File: src/hdl/dipr_pkg.sv
// Shared definitions for the dual incremental PI controller with setpoint ramp.
// Holds the configuration register indexes, reset values and the config struct.
// No dependencies.
package dipr_pkg;

	localparam int CfgIndexWidth = 3;
	localparam int CfgDataWidth  = 16;

	localparam logic [CfgIndexWidth-1:0] REG_SPEED_GOAL  = 3'd0;
	localparam logic [CfgIndexWidth-1:0] REG_RAMP_STEP   = 3'd1;
	localparam logic [CfgIndexWidth-1:0] REG_LAUNCH_PWM  = 3'd2;
	localparam logic [CfgIndexWidth-1:0] REG_PROP_GAIN   = 3'd3;
	localparam logic [CfgIndexWidth-1:0] REG_INTEG_GAIN  = 3'd4;
	localparam logic [CfgIndexWidth-1:0] REG_PWM_LIMIT   = 3'd5;

	localparam logic signed [15:0] RST_SPEED_GOAL  = 16'sd300;
	localparam logic [9:0]         RST_RAMP_STEP   = 10'd8;
	localparam logic [15:0]        RST_LAUNCH_PWM  = 16'd2000;
	localparam logic [7:0]         RST_PROP_GAIN   = 8'd10;
	localparam logic [7:0]         RST_INTEG_GAIN  = 8'd1;
	localparam logic [15:0]        RST_PWM_LIMIT   = 16'd7199;

	typedef struct packed {
		logic signed [15:0] speed_goal;
		logic [9:0]         ramp_step;
		logic [15:0]        launch_pwm;
		logic [7:0]         prop_gain;
		logic [7:0]         integ_gain;
		logic [15:0]        pwm_limit;
	} cfg_t;

endpackage

File: src/hdl/dipr_lane.sv
// One wheel lane: incremental PI update with clamp, holding drive and last error.
// Depends on dipr_pkg for the configuration struct.
module dipr_lane import dipr_pkg::*; (
	input  logic               clk,
	input  logic               arst_n,
	input  logic               fire,
	input  logic               restart,
	input  cfg_t               cfg,
	input  logic signed [15:0] encoder,
	input  logic signed [15:0] target,
	output logic [15:0]        drive
);

	logic [15:0]        drive_q;
	logic signed [16:0] prev_err_q;
	logic signed [16:0] err;
	logic signed [17:0] diff;
	logic signed [26:0] prop;
	logic signed [25:0] integ;
	logic signed [27:0] acc;
	logic [15:0]        drive_nxt;

	always_comb begin
		err   = {target[15], target} - {encoder[15], encoder};
		diff  = {err[16], err} - {prev_err_q[16], prev_err_q};
		prop  = $signed({1'b0, cfg.prop_gain}) * diff;
		integ = $signed({1'b0, cfg.integ_gain}) * err;
		acc   = $signed({12'd0, drive_q}) + {prop[26], prop} + {{2{integ[25]}}, integ};
		if (acc < 28'sd0) begin
			drive_nxt = 16'd0;
		end else if (acc > $signed({12'd0, cfg.pwm_limit})) begin
			drive_nxt = cfg.pwm_limit;
		end else begin
			drive_nxt = acc[15:0];
		end
	end

	always_ff @(posedge clk or negedge arst_n) begin
		if (!arst_n) begin
			drive_q    <= '0;
			prev_err_q <= '0;
		end else if (fire) begin
			if (restart) begin
				drive_q    <= cfg.launch_pwm;
				prev_err_q <= '0;
			end else begin
				drive_q    <= drive_nxt;
				prev_err_q <= err;
			end
		end
	end

	assign drive = drive_q;

endmodule

File: src/hdl/dipr_ramp.sv
// Setpoint ramp: moves the ramp value toward the target speed without overshoot.
// Depends on dipr_pkg for the configuration struct.
module dipr_ramp import dipr_pkg::*; (
	input  logic               clk,
	input  logic               arst_n,
	input  logic               fire,
	input  logic               restart,
	input  cfg_t               cfg,
	output logic signed [15:0] ramp
);

	logic signed [15:0] ramp_q;
	logic signed [17:0] cur;
	logic signed [17:0] tgt;
	logic signed [17:0] up;
	logic signed [17:0] down;
	logic signed [15:0] ramp_nxt;

	always_comb begin
		cur  = {{2{ramp_q[15]}}, ramp_q};
		tgt  = {{2{cfg.speed_goal[15]}}, cfg.speed_goal};
		up   = cur + $signed({8'd0, cfg.ramp_step});
		down = cur - $signed({8'd0, cfg.ramp_step});
		if (cur < tgt) begin
			ramp_nxt = (up > tgt) ? cfg.speed_goal : up[15:0];
		end else if (cur > tgt) begin
			ramp_nxt = (down < tgt) ? cfg.speed_goal : down[15:0];
		end else begin
			ramp_nxt = ramp_q;
		end
	end

	always_ff @(posedge clk or negedge arst_n) begin
		if (!arst_n) begin
			ramp_q <= '0;
		end else if (fire) begin
			ramp_q <= restart ? 16'sd0 : ramp_nxt;
		end
	end

	assign ramp = ramp_q;

endmodule

File: src/hdl/dual_incremental_pi_with_ramp.sv
// Top level of the dual incremental PI controller with setpoint ramp.
// Each accepted input beat yields its output beat in the following cycle; both lanes
// and the ramp update in the same cycle; one beat per cycle while output is not stalled.
// Reset (arst_n low) clears drives, stored errors, ramp and output valid, and loads
// the configuration registers with their default values.
// Depends on dipr_pkg, dipr_lane and dipr_ramp.
module dual_incremental_pi_with_ramp import dipr_pkg::*; (
	input  logic                     clk,
	input  logic                     arst_n,
	input  logic                     cfg_we,
	input  logic [CfgIndexWidth-1:0] cfg_index,
	input  logic [CfgDataWidth-1:0]  cfg_data,
	input  logic                     s_axis_tvalid,
	output logic                     s_axis_tready,
	// encoder_left, encoder_right, target_left, target_right
	input  logic [63:0]              s_axis_tdata,
	// restart
	input  logic                     s_axis_tuser,
	output logic                     m_axis_tvalid,
	input  logic                     m_axis_tready,
	// pwm_left, pwm_right, ramp_target
	output logic [47:0]              m_axis_tdata
);

	cfg_t               cfg_q;
	logic               out_valid_q;
	logic               fire;
	logic [15:0]        pwm_left;
	logic [15:0]        pwm_right;
	logic signed [15:0] ramp_target;

	always_ff @(posedge clk or negedge arst_n) begin
		if (!arst_n) begin
			cfg_q.speed_goal <= RST_SPEED_GOAL;
			cfg_q.ramp_step  <= RST_RAMP_STEP;
			cfg_q.launch_pwm <= RST_LAUNCH_PWM;
			cfg_q.prop_gain  <= RST_PROP_GAIN;
			cfg_q.integ_gain <= RST_INTEG_GAIN;
			cfg_q.pwm_limit  <= RST_PWM_LIMIT;
		end else if (cfg_we) begin
			case (cfg_index)
				REG_SPEED_GOAL:  cfg_q.speed_goal <= cfg_data;
				REG_RAMP_STEP:   cfg_q.ramp_step  <= cfg_data[9:0];
				REG_LAUNCH_PWM:  cfg_q.launch_pwm <= cfg_data;
				REG_PROP_GAIN:   cfg_q.prop_gain  <= cfg_data[7:0];
				REG_INTEG_GAIN:  cfg_q.integ_gain <= cfg_data[7:0];
				REG_PWM_LIMIT:   cfg_q.pwm_limit  <= cfg_data;
				default: begin
				end
			endcase
		end
	end

	assign s_axis_tready = !out_valid_q || m_axis_tready;
	assign fire          = s_axis_tvalid && s_axis_tready;

	dipr_lane u_lane_left (
		.clk     (clk),
		.arst_n  (arst_n),
		.fire    (fire),
		.restart (s_axis_tuser),
		.cfg     (cfg_q),
		.encoder (s_axis_tdata[15:0]),
		.target  (s_axis_tdata[47:32]),
		.drive   (pwm_left)
	);

	dipr_lane u_lane_right (
		.clk     (clk),
		.arst_n  (arst_n),
		.fire    (fire),
		.restart (s_axis_tuser),
		.cfg     (cfg_q),
		.encoder (s_axis_tdata[31:16]),
		.target  (s_axis_tdata[63:48]),
		.drive   (pwm_right)
	);

	dipr_ramp u_ramp (
		.clk     (clk),
		.arst_n  (arst_n),
		.fire    (fire),
		.restart (s_axis_tuser),
		.cfg     (cfg_q),
		.ramp    (ramp_target)
	);

	// The lane state registers hold the result of the last beat until the next one is taken.
	always_ff @(posedge clk or negedge arst_n) begin
		if (!arst_n) begin
			out_valid_q <= 1'b0;
		end else if (s_axis_tready) begin
			out_valid_q <= s_axis_tvalid;
		end
	end

	assign m_axis_tvalid = out_valid_q;
	assign m_axis_tdata  = {ramp_target, pwm_right, pwm_left};

	a_restart_load: assert property (@(posedge clk) disable iff (!arst_n)
		fire && s_axis_tuser |=> ramp_target == 16'sd0
			&& pwm_left == $past(cfg_q.launch_pwm) && pwm_right == $past(cfg_q.launch_pwm))
		else $error("restart beat did not load start value");

	a_clamp: assert property (@(posedge clk) disable iff (!arst_n)
		fire && !s_axis_tuser |=> pwm_left <= $past(cfg_q.pwm_limit)
			&& pwm_right <= $past(cfg_q.pwm_limit))
		else $error("drive exceeds limit after control step");

	a_stall: assert property (@(posedge clk) disable iff (!arst_n)
		m_axis_tvalid && !m_axis_tready |-> !s_axis_tready)
		else $error("input taken while output beat is stalled");

	a_hold: assert property (@(posedge clk) disable iff (!arst_n)
		!fire |=> $stable(m_axis_tdata))
		else $error("result changed without an accepted beat");

endmodule
File: config.mk
export PLATFORM = sky130hd
export DESIGN_NAME = dual_incremental_pi_with_ramp
export DESIGN_NICKNAME = d
export VERILOG_FILES = /design/src/hdl/dipr_pkg.sv /design/src/hdl/dipr_lane.sv /design/src/hdl/dipr_ramp.sv /design/src/hdl/dual_incremental_pi_with_ramp.sv
export SDC_FILE = /design/constraint.sdc
export NUM_CORES = 2
export LEC_CHECK = 0
export BUFFER_PORTS_ARGS = -buffer_cell sky130_fd_sc_hd__clkbuf_2
export CORE_MARGIN = 2
export CORE_UTILIZATION = 55
export CTS_CLUSTER_DIAMETER = 150
export DETAILED_ROUTE_END_ITERATION = 12
export PLACE_DENSITY = 0.72
export SLEW_MARGIN = 15
export SYNTH_ARGS = -nofsm -noshare
export SYNTH_HDL_FRONTEND = slang
export SYNTH_SLANG_ARGS = --single-unit
File: constraint.sdc
create_clock -name clk -period 26.2 [get_ports clk]
set_clock_uncertainty 0.05 [all_clocks]
set_input_delay 5.24 -clock clk [delete_from_list [all_inputs] [get_ports clk]]
set_output_delay 5.24 -clock clk [all_outputs]
set_load 0.01 [all_outputs]
After elaboration in Yosys (flattened, before gate mapping). Cells that the tools add are included.

Muxes and demuxes: 13. $add $sub $neg: 10. Reduce and logical (&&, ||, !) cells: 12. Multiply operators: 4. Equal/unequal tests: 5. Order comparisons: 8.

Operators with widths (number): 16-bit 2-to-1 mux (11); 17-bit by 27-bit adder with 28-bit output (2); 28-bit adder (2); 28-bit by 17-bit greater-than comparator with 1-bit output (2); 28-bit by 1-bit less-than comparator with 1-bit output (second input constant) (2); 9-bit by 18-bit multiplier with 27-bit output (2); 9-bit by 17-bit multiplier with 26-bit output (2); 17-bit by 17-bit subtractor with 18-bit output (2); 17-bit 2-to-1 mux (2); 16-bit by 16-bit subtractor with 17-bit output (2); 16-bit by 11-bit adder with 17-bit output (1); 17-bit by 16-bit greater-than comparator with 1-bit output (1); 17-bit by 16-bit less-than comparator with 1-bit output (1); 16-bit by 11-bit subtractor with 17-bit output (1); 16-bit greater-than comparator (1); 16-bit less-than comparator (1); 2-bit AND reduction (7); 3-bit by 2-bit == test with 1-bit output (second input constant) (2); 3-bit == test (second input constant) (2); 3-bit by 1-bit == test with 1-bit output (second input constant) (1); 3-bit logical NOT (1); 3-bit nonzero test (1); 1-bit logical AND (1); 1-bit logical NOT (1); 1-bit logical OR (1).

Bits of input ports: 89. Output and inout port bits: 50. Logic and storage cells: 64. Register bits: 157.

Depth between registers and ports, before layout.
Depth after elaboration: 9. Gate-level depth with buffers: 50.

By module. A second synthesis with hierarchy kept.

Cells, all modules: 4351. Area, all modules: 37671.1 um2.

Modules (own cells, without submodules): dipr_lane (u_lane_right) (cells an instance 1918, instances 1, area an instance 16021.6 um2); dipr_lane (u_lane_left) (cells an instance 1859, instances 1, area an instance 15498.6 um2); dipr_ramp (cells an instance 409, instances 1, area an instance 3254.4 um2); dual_incremental_pi_with_ramp (cells an instance 165, instances 1, area an instance 2896.5 um2).

Worst setup path before layout. OpenSTA, ideal clock, no wires.

Path type: input port to flip-flop. Start: in s_axis_tdata[32]. End: reg u_lane_left.drive_q[7], in the netlist u_lane_left.drive[7]. Cell stages on the path: 46. Required time: 26064 ps. Arrival time: 15478 ps. Path slack: 10587 ps. Library setup time: 86 ps. Cell sequence: inv_1 -> ha_1 -> fa_1 -> nor2b_1 -> o21ai_0 -> a21boi_0 -> o211ai_1 -> a21oi_1 -> a2111oi_0 -> nor3_1 -> xor2_1 -> nand2_1 -> fa_1 -> inv_1 -> fa_1 -> fa_1 -> fa_1 -> ha_1 -> [... 10 more ...] -> and2_1 -> a21o_1 -> a31oi_1 -> o21ai_0 -> nor2_1 -> nor2_1 -> ha_1 -> o21a_1 -> a21oi_1 -> o211ai_1 -> o31ai_1 -> o2111a_1 -> o211ai_1 -> or4b_1 -> buf_2 -> nor4_2 -> a31oi_1 -> a32oi_1.

Longest elaborated chain between the ends: 9. Elaborated cells between the ends (all ways): 11.

RTL lines: start, declared (RTL line dual_incremental_pi_with_ramp.sv:16) `input logic [63:0] s_axis_tdata,`; 16-bit by 16-bit subtractor with 17-bit output * (RTL line dipr_lane.sv:24) `err = {target[15], target} - {encoder[15], encoder};`; 17-bit by 17-bit subtractor with 18-bit output (RTL line dipr_lane.sv:25) `diff = {err[16], err} - {prev_err_q[16], prev_err_q};`; 9-bit by 18-bit multiplier with 27-bit output (RTL line dipr_lane.sv:26) `prop = $signed({1'b0, cfg.prop_gain}) * diff;`; 17-bit by 27-bit adder with 28-bit output (RTL line dipr_lane.sv:28) `acc = $signed({12'd0, drive_q}) + {prop[26], prop} + {{2{integ[25]}}, integ};`; 28-bit adder * (RTL line dipr_lane.sv:28); 28-bit by 17-bit greater-than comparator with 1-bit output (RTL line dipr_lane.sv:31) `end else if (acc > $signed({12'd0, cfg.pwm_limit})) begin`; 16-bit 2-to-1 mux (RTL line dipr_lane.sv:31); 16-bit 2-to-1 mux * (RTL line dipr_lane.sv:29) `if (acc < 28'sd0) begin`; 16-bit 2-to-1 mux * (RTL line dipr_lane.sv:43) `if (restart) begin`; end signal, assigned (RTL line dipr_lane.sv:44) `drive_q <= cfg.launch_pwm;`; end signal, assigned (RTL line dipr_lane.sv:47) `drive_q <= drive_nxt;`; end, declared (RTL line dipr_lane.sv:14) `logic [15:0] drive_q;`.

Every way passes the cells marked *; elsewhere a longest branch is shown, timed or not. A chain may end at the register's enable or synchronous reset.

Final worst setup path.
Start: in s_axis_tdata[32]. End: reg u_lane_left.drive_q[0], in the netlist u_lane_left.drive[0].

Same word-level chain as after synthesis.

==> summary.txt <==
Status
  – Outcome: finished clean

Route
  – Post-route ant nets: 0
  – Number of violations reported at the end of detailed-routing iteration 0: 2092
  – Remaining routing DRC violations: 0
  – Via/cell ratio: 5.70
  – Initial DRT Pass Iterations: 5
  – Routed length per placed instance: 19.2 um
  – DR vias: just under 30000
  – DRT Wirelength: 98.1 mm

Timing
  – Final setup vio count: 0
  – RSZ-0062 raised after global routing: false
  – Highest achievable clock rate: 57.4 MHz
  – Setup Total Neg Slack: 0 ns
  – Measured slew at the worst slew-check pin: 1.19 ns
  – Number of hold violations in the final report: 0
  – Portion of the clock cycle consumed by the worst path in the final layout: 0.665
  – Max-slew headroom at the worst pin: 0.206
  – Post-layout minimum cycle time: between 15 and 20 ns
  – Count of pins over their slew limit: 0
  – Worst hold-check slack: around 0.44 ns

Worst setup path
  – Maximum fanout along the worst path: 10
  – Peak per-stage delay on the critical path: 0.74 ns
  – Top Family by Delay on Critical Path: adder cells
  – Worst reg2reg endpoint: u_lane_left.drive[0]
  – Kind of end point of the critical path: register
  – CP max stage cell: sky130_fd_sc_hd__or4b_1
  – Critical path data required time: 26.56 ns
  – Flop2flop setup slack: 14.84 ns
  – Critical path launch point type: input pin
  – Cell depth of the worst flop-to-flop path: 37
  – Buf+Inv Stages, Crit Path: 5
  – Arrival time reported for the critical path endpoint: 17.78 ns
  – Critical Path Start: s_axis_tdata[32]
  – Critical Setup Path Class: input pin to register
  – Most prevalent standard cell on the critical path: sky130_fd_sc_hd__fa_1
  – Launch point of the worst reg-to-reg path: cfg_q[16]

Worst hold path
  – End point of the worst hold path: u_lane_right.prev_err_q[0]
  – Startpoint of the lowest-slack hold path: u_lane_right.prev_err_q[0]
  – Path class of the lowest-slack min-delay path: register to register
  – Cell depth of the worst hold path: 2

Clock network
  – Clock-pin transition on the worst setup and hold timing paths: roughly 0.08 ns
  – Number of buffers inserted by hold repair at cts: 0
  – Buffer cell driving the clock tree root: sky130_fd_sc_hd__clkbuf_16
  – Post-CTS setup-driven buffer insertion count: 0
  – Insertion delay to the later sink of the worst-skew pair: 0.49 ns
  – Post-cts gate resize count: 0
  – Inserted Clock Buffers: 17
  – Maximum count of clock buffers along a single path: 2
  – Clock tree sinks: roughly 160
  – TritonCTS clock tree: done
  – H-Tree Depth: 4

Cells and area
  – ANT cells: 0
  – Synth-to-Final Area Change: 6.19%
  – Fraction of final layout cells sized beyond drive strength 1: 0.0777
  – Number of nets in the final layout: 5289
  – Fill count: ~5800

Die
  – Placement row count: 93
  – Die Y-Extent: 260 um
  – Die extent in x: approximately 260 um
  – Area of the die: ~0.068 mm^2
  – Num ports: ~140
  – Initial core utilization: 0.558
  – Core ar.: around 0.065 mm^2

Synthesis
  – Sequential area share after synthesis: 0.110
  – Count of unique library cells instantiated by Yosys: 95
  – Proportion of register bits with asynchronous set or reset after synthesis: 1.00
  – Combined area of all synthesized cells: roughly 0.036 mm^2
  – Number of instances in the synthesized netlist: around 4200
  – Top_reg_cell synth: sky130_fd_sc_hd__dfrtp_1
  – Number of warning messages in the yosys log: 0
  – Avg Cell Area, Syn: 8.63 um^2
  – Number of storage elements in the synthesis netlist: 157
  – EDFF count, synth: 0
  – Net count after synthesis: 5220

Global routing
  – Global-route total usage across every layer: 0.299
  – Maximum number of pins on one net before global-route repair: 94
  – Vias in the first global route: 29200
  – Number of antenna violations at the first check in global routing: 2
  – Total gr overflow: 0
  – Wire length of the first global-routing pass: 159 mm

Placement
  – HPWL reported at the end of detailed placement: a little under 80 mm
  – RePlAce Congestion: 0.955
  – Count of input and output buffers: 138

Job
  – Reported max-cap violation count: 0
placed cells by master (no fill, tap or decap), drive strengths merged, types with 22 or more instances in the layout:
master / count
and2: 274
mux2: 52
nand2: 438
nor2: 131
nor2b: 64
o211ai: 28
dfrtp: 135
xnor2: 116
nand4: 22
buf: 39
o2111ai: 34
o21ai: 161
fa: 528
and3: 28
dfstp: 22
inv: 909
o21a: 38
a21o: 48
nand3: 59
nor3: 50
xor2: 35
a21oi: 159
ha: 425
clkbuf: 155
nand2b: 25
registers in the layout, summed over array words and instances, names as in the netlist:
signal and count:
u_lane_right.drive 16, m_axis_tvalid 1, u_lane_right.prev_err_q 17, cfg_q 74
u_lane_left.prev_err_q 17, u_lane_left.drive 16, u_ramp.ramp 16
routing by layer:
| layer | global-route usage | wire length, um | vias up |
|---|---|---|---|
| li1 | - | - | 13500 |
| met1 | 0.412 | 42500 | 14500 |
| met2 | 0.488 | 45600 | 959 |
| met3 | 0.0508 | 7350 | 163 |
| met4 | 0.0811 | 2580 | 0 |
| met5 | 0 | 0 | - |
worst max-delay path by stage:
stage / end / cells after the start
finish: u_lane_left.drive[0] / 45
global placement: u_lane_left.drive[0] / 45
floorplan: u_lane_left.drive[7] / 46
CTS: u_lane_left.drive[0] / 45
detailed placement: u_lane_left.drive[0] / 45
global route: u_lane_left.drive[13] / 46
synth_stat cells (38+ instances only):
master	count	area [um^2]
sky130_fd_sc_hd__dfrtp_1	135	3380
sky130_fd_sc_hd__clkbuf_1	117	439
sky130_fd_sc_hd__nor2b_1	64	400
sky130_fd_sc_hd__a21oi_1	159	796
sky130_fd_sc_hd__o21ai_0	152	761
sky130_fd_sc_hd__o21a_1	38	285
sky130_fd_sc_hd__nor2_1	129	484
sky130_fd_sc_hd__nand2_1	437	1640
sky130_fd_sc_hd__xnor2_1	116	1020
sky130_fd_sc_hd__ha_1	425	5320
sky130_fd_sc_hd__inv_1	902	3390
sky130_fd_sc_hd__and2_1	274	1710
sky130_fd_sc_hd__a21o_1	48	360
sky130_fd_sc_hd__nor3_1	47	235
sky130_fd_sc_hd__mux2_2	50	563
sky130_fd_sc_hd__fa_1	528	10600
sky130_fd_sc_hd__nand3_1	57	285
metrics by stage:
step | utilization | setup WS (ns) | cell area, um^2 | cells
2_1_floorplan | - | 10.59 | 36100 | 4178
3_3_place_gp | 0.583 | 8.39 | 37600 | 5083
4_1_cts | 0.593 | 8.83 | 38300 | 5115
3_5_place_dp | 0.583 | 8.35 | 37600 | 5083
6_report | 0.593 | 8.79 | 38300 | 5115
5_1_grt | 0.593 | 8.13 | 38300 | 5115
worst min-delay path: stages (launching register included):
cell and delay, ns:
sky130_fd_sc_hd__dfrtp_1 0.35, sky130_fd_sc_hd__nand2_1 0.05, sky130_fd_sc_hd__o31ai_1 0.06
kinds of logic after synthesis:
kind of cell               synth area share
buffers and inverters                 0.108
DFF                                   0.110
muxes                                0.0170
xor gates and xnor gates             0.0367
AOI/OAI and AO/OA                     0.126
and+or+nand+nor                       0.162
adders and majority gates             0.441
final cells by class:
class | count | area (um^2) | area share
clock buffer | 18 | 439 | 0.0115
clock inverter | 14 | 194 | 0.00507
inverter | 902 | 3390 | 0.0884
multi-input combinational | 2993 | 28300 | 0.738
sequential | 157 | 3960 | 0.103
tap | 855 | 1070 | 0.0279
timing repair buffer | 176 | 982 | 0.0257
Power is not shown: default switching activity piles up to over one toggle a cycle in this logic, so the estimate is an artifact.
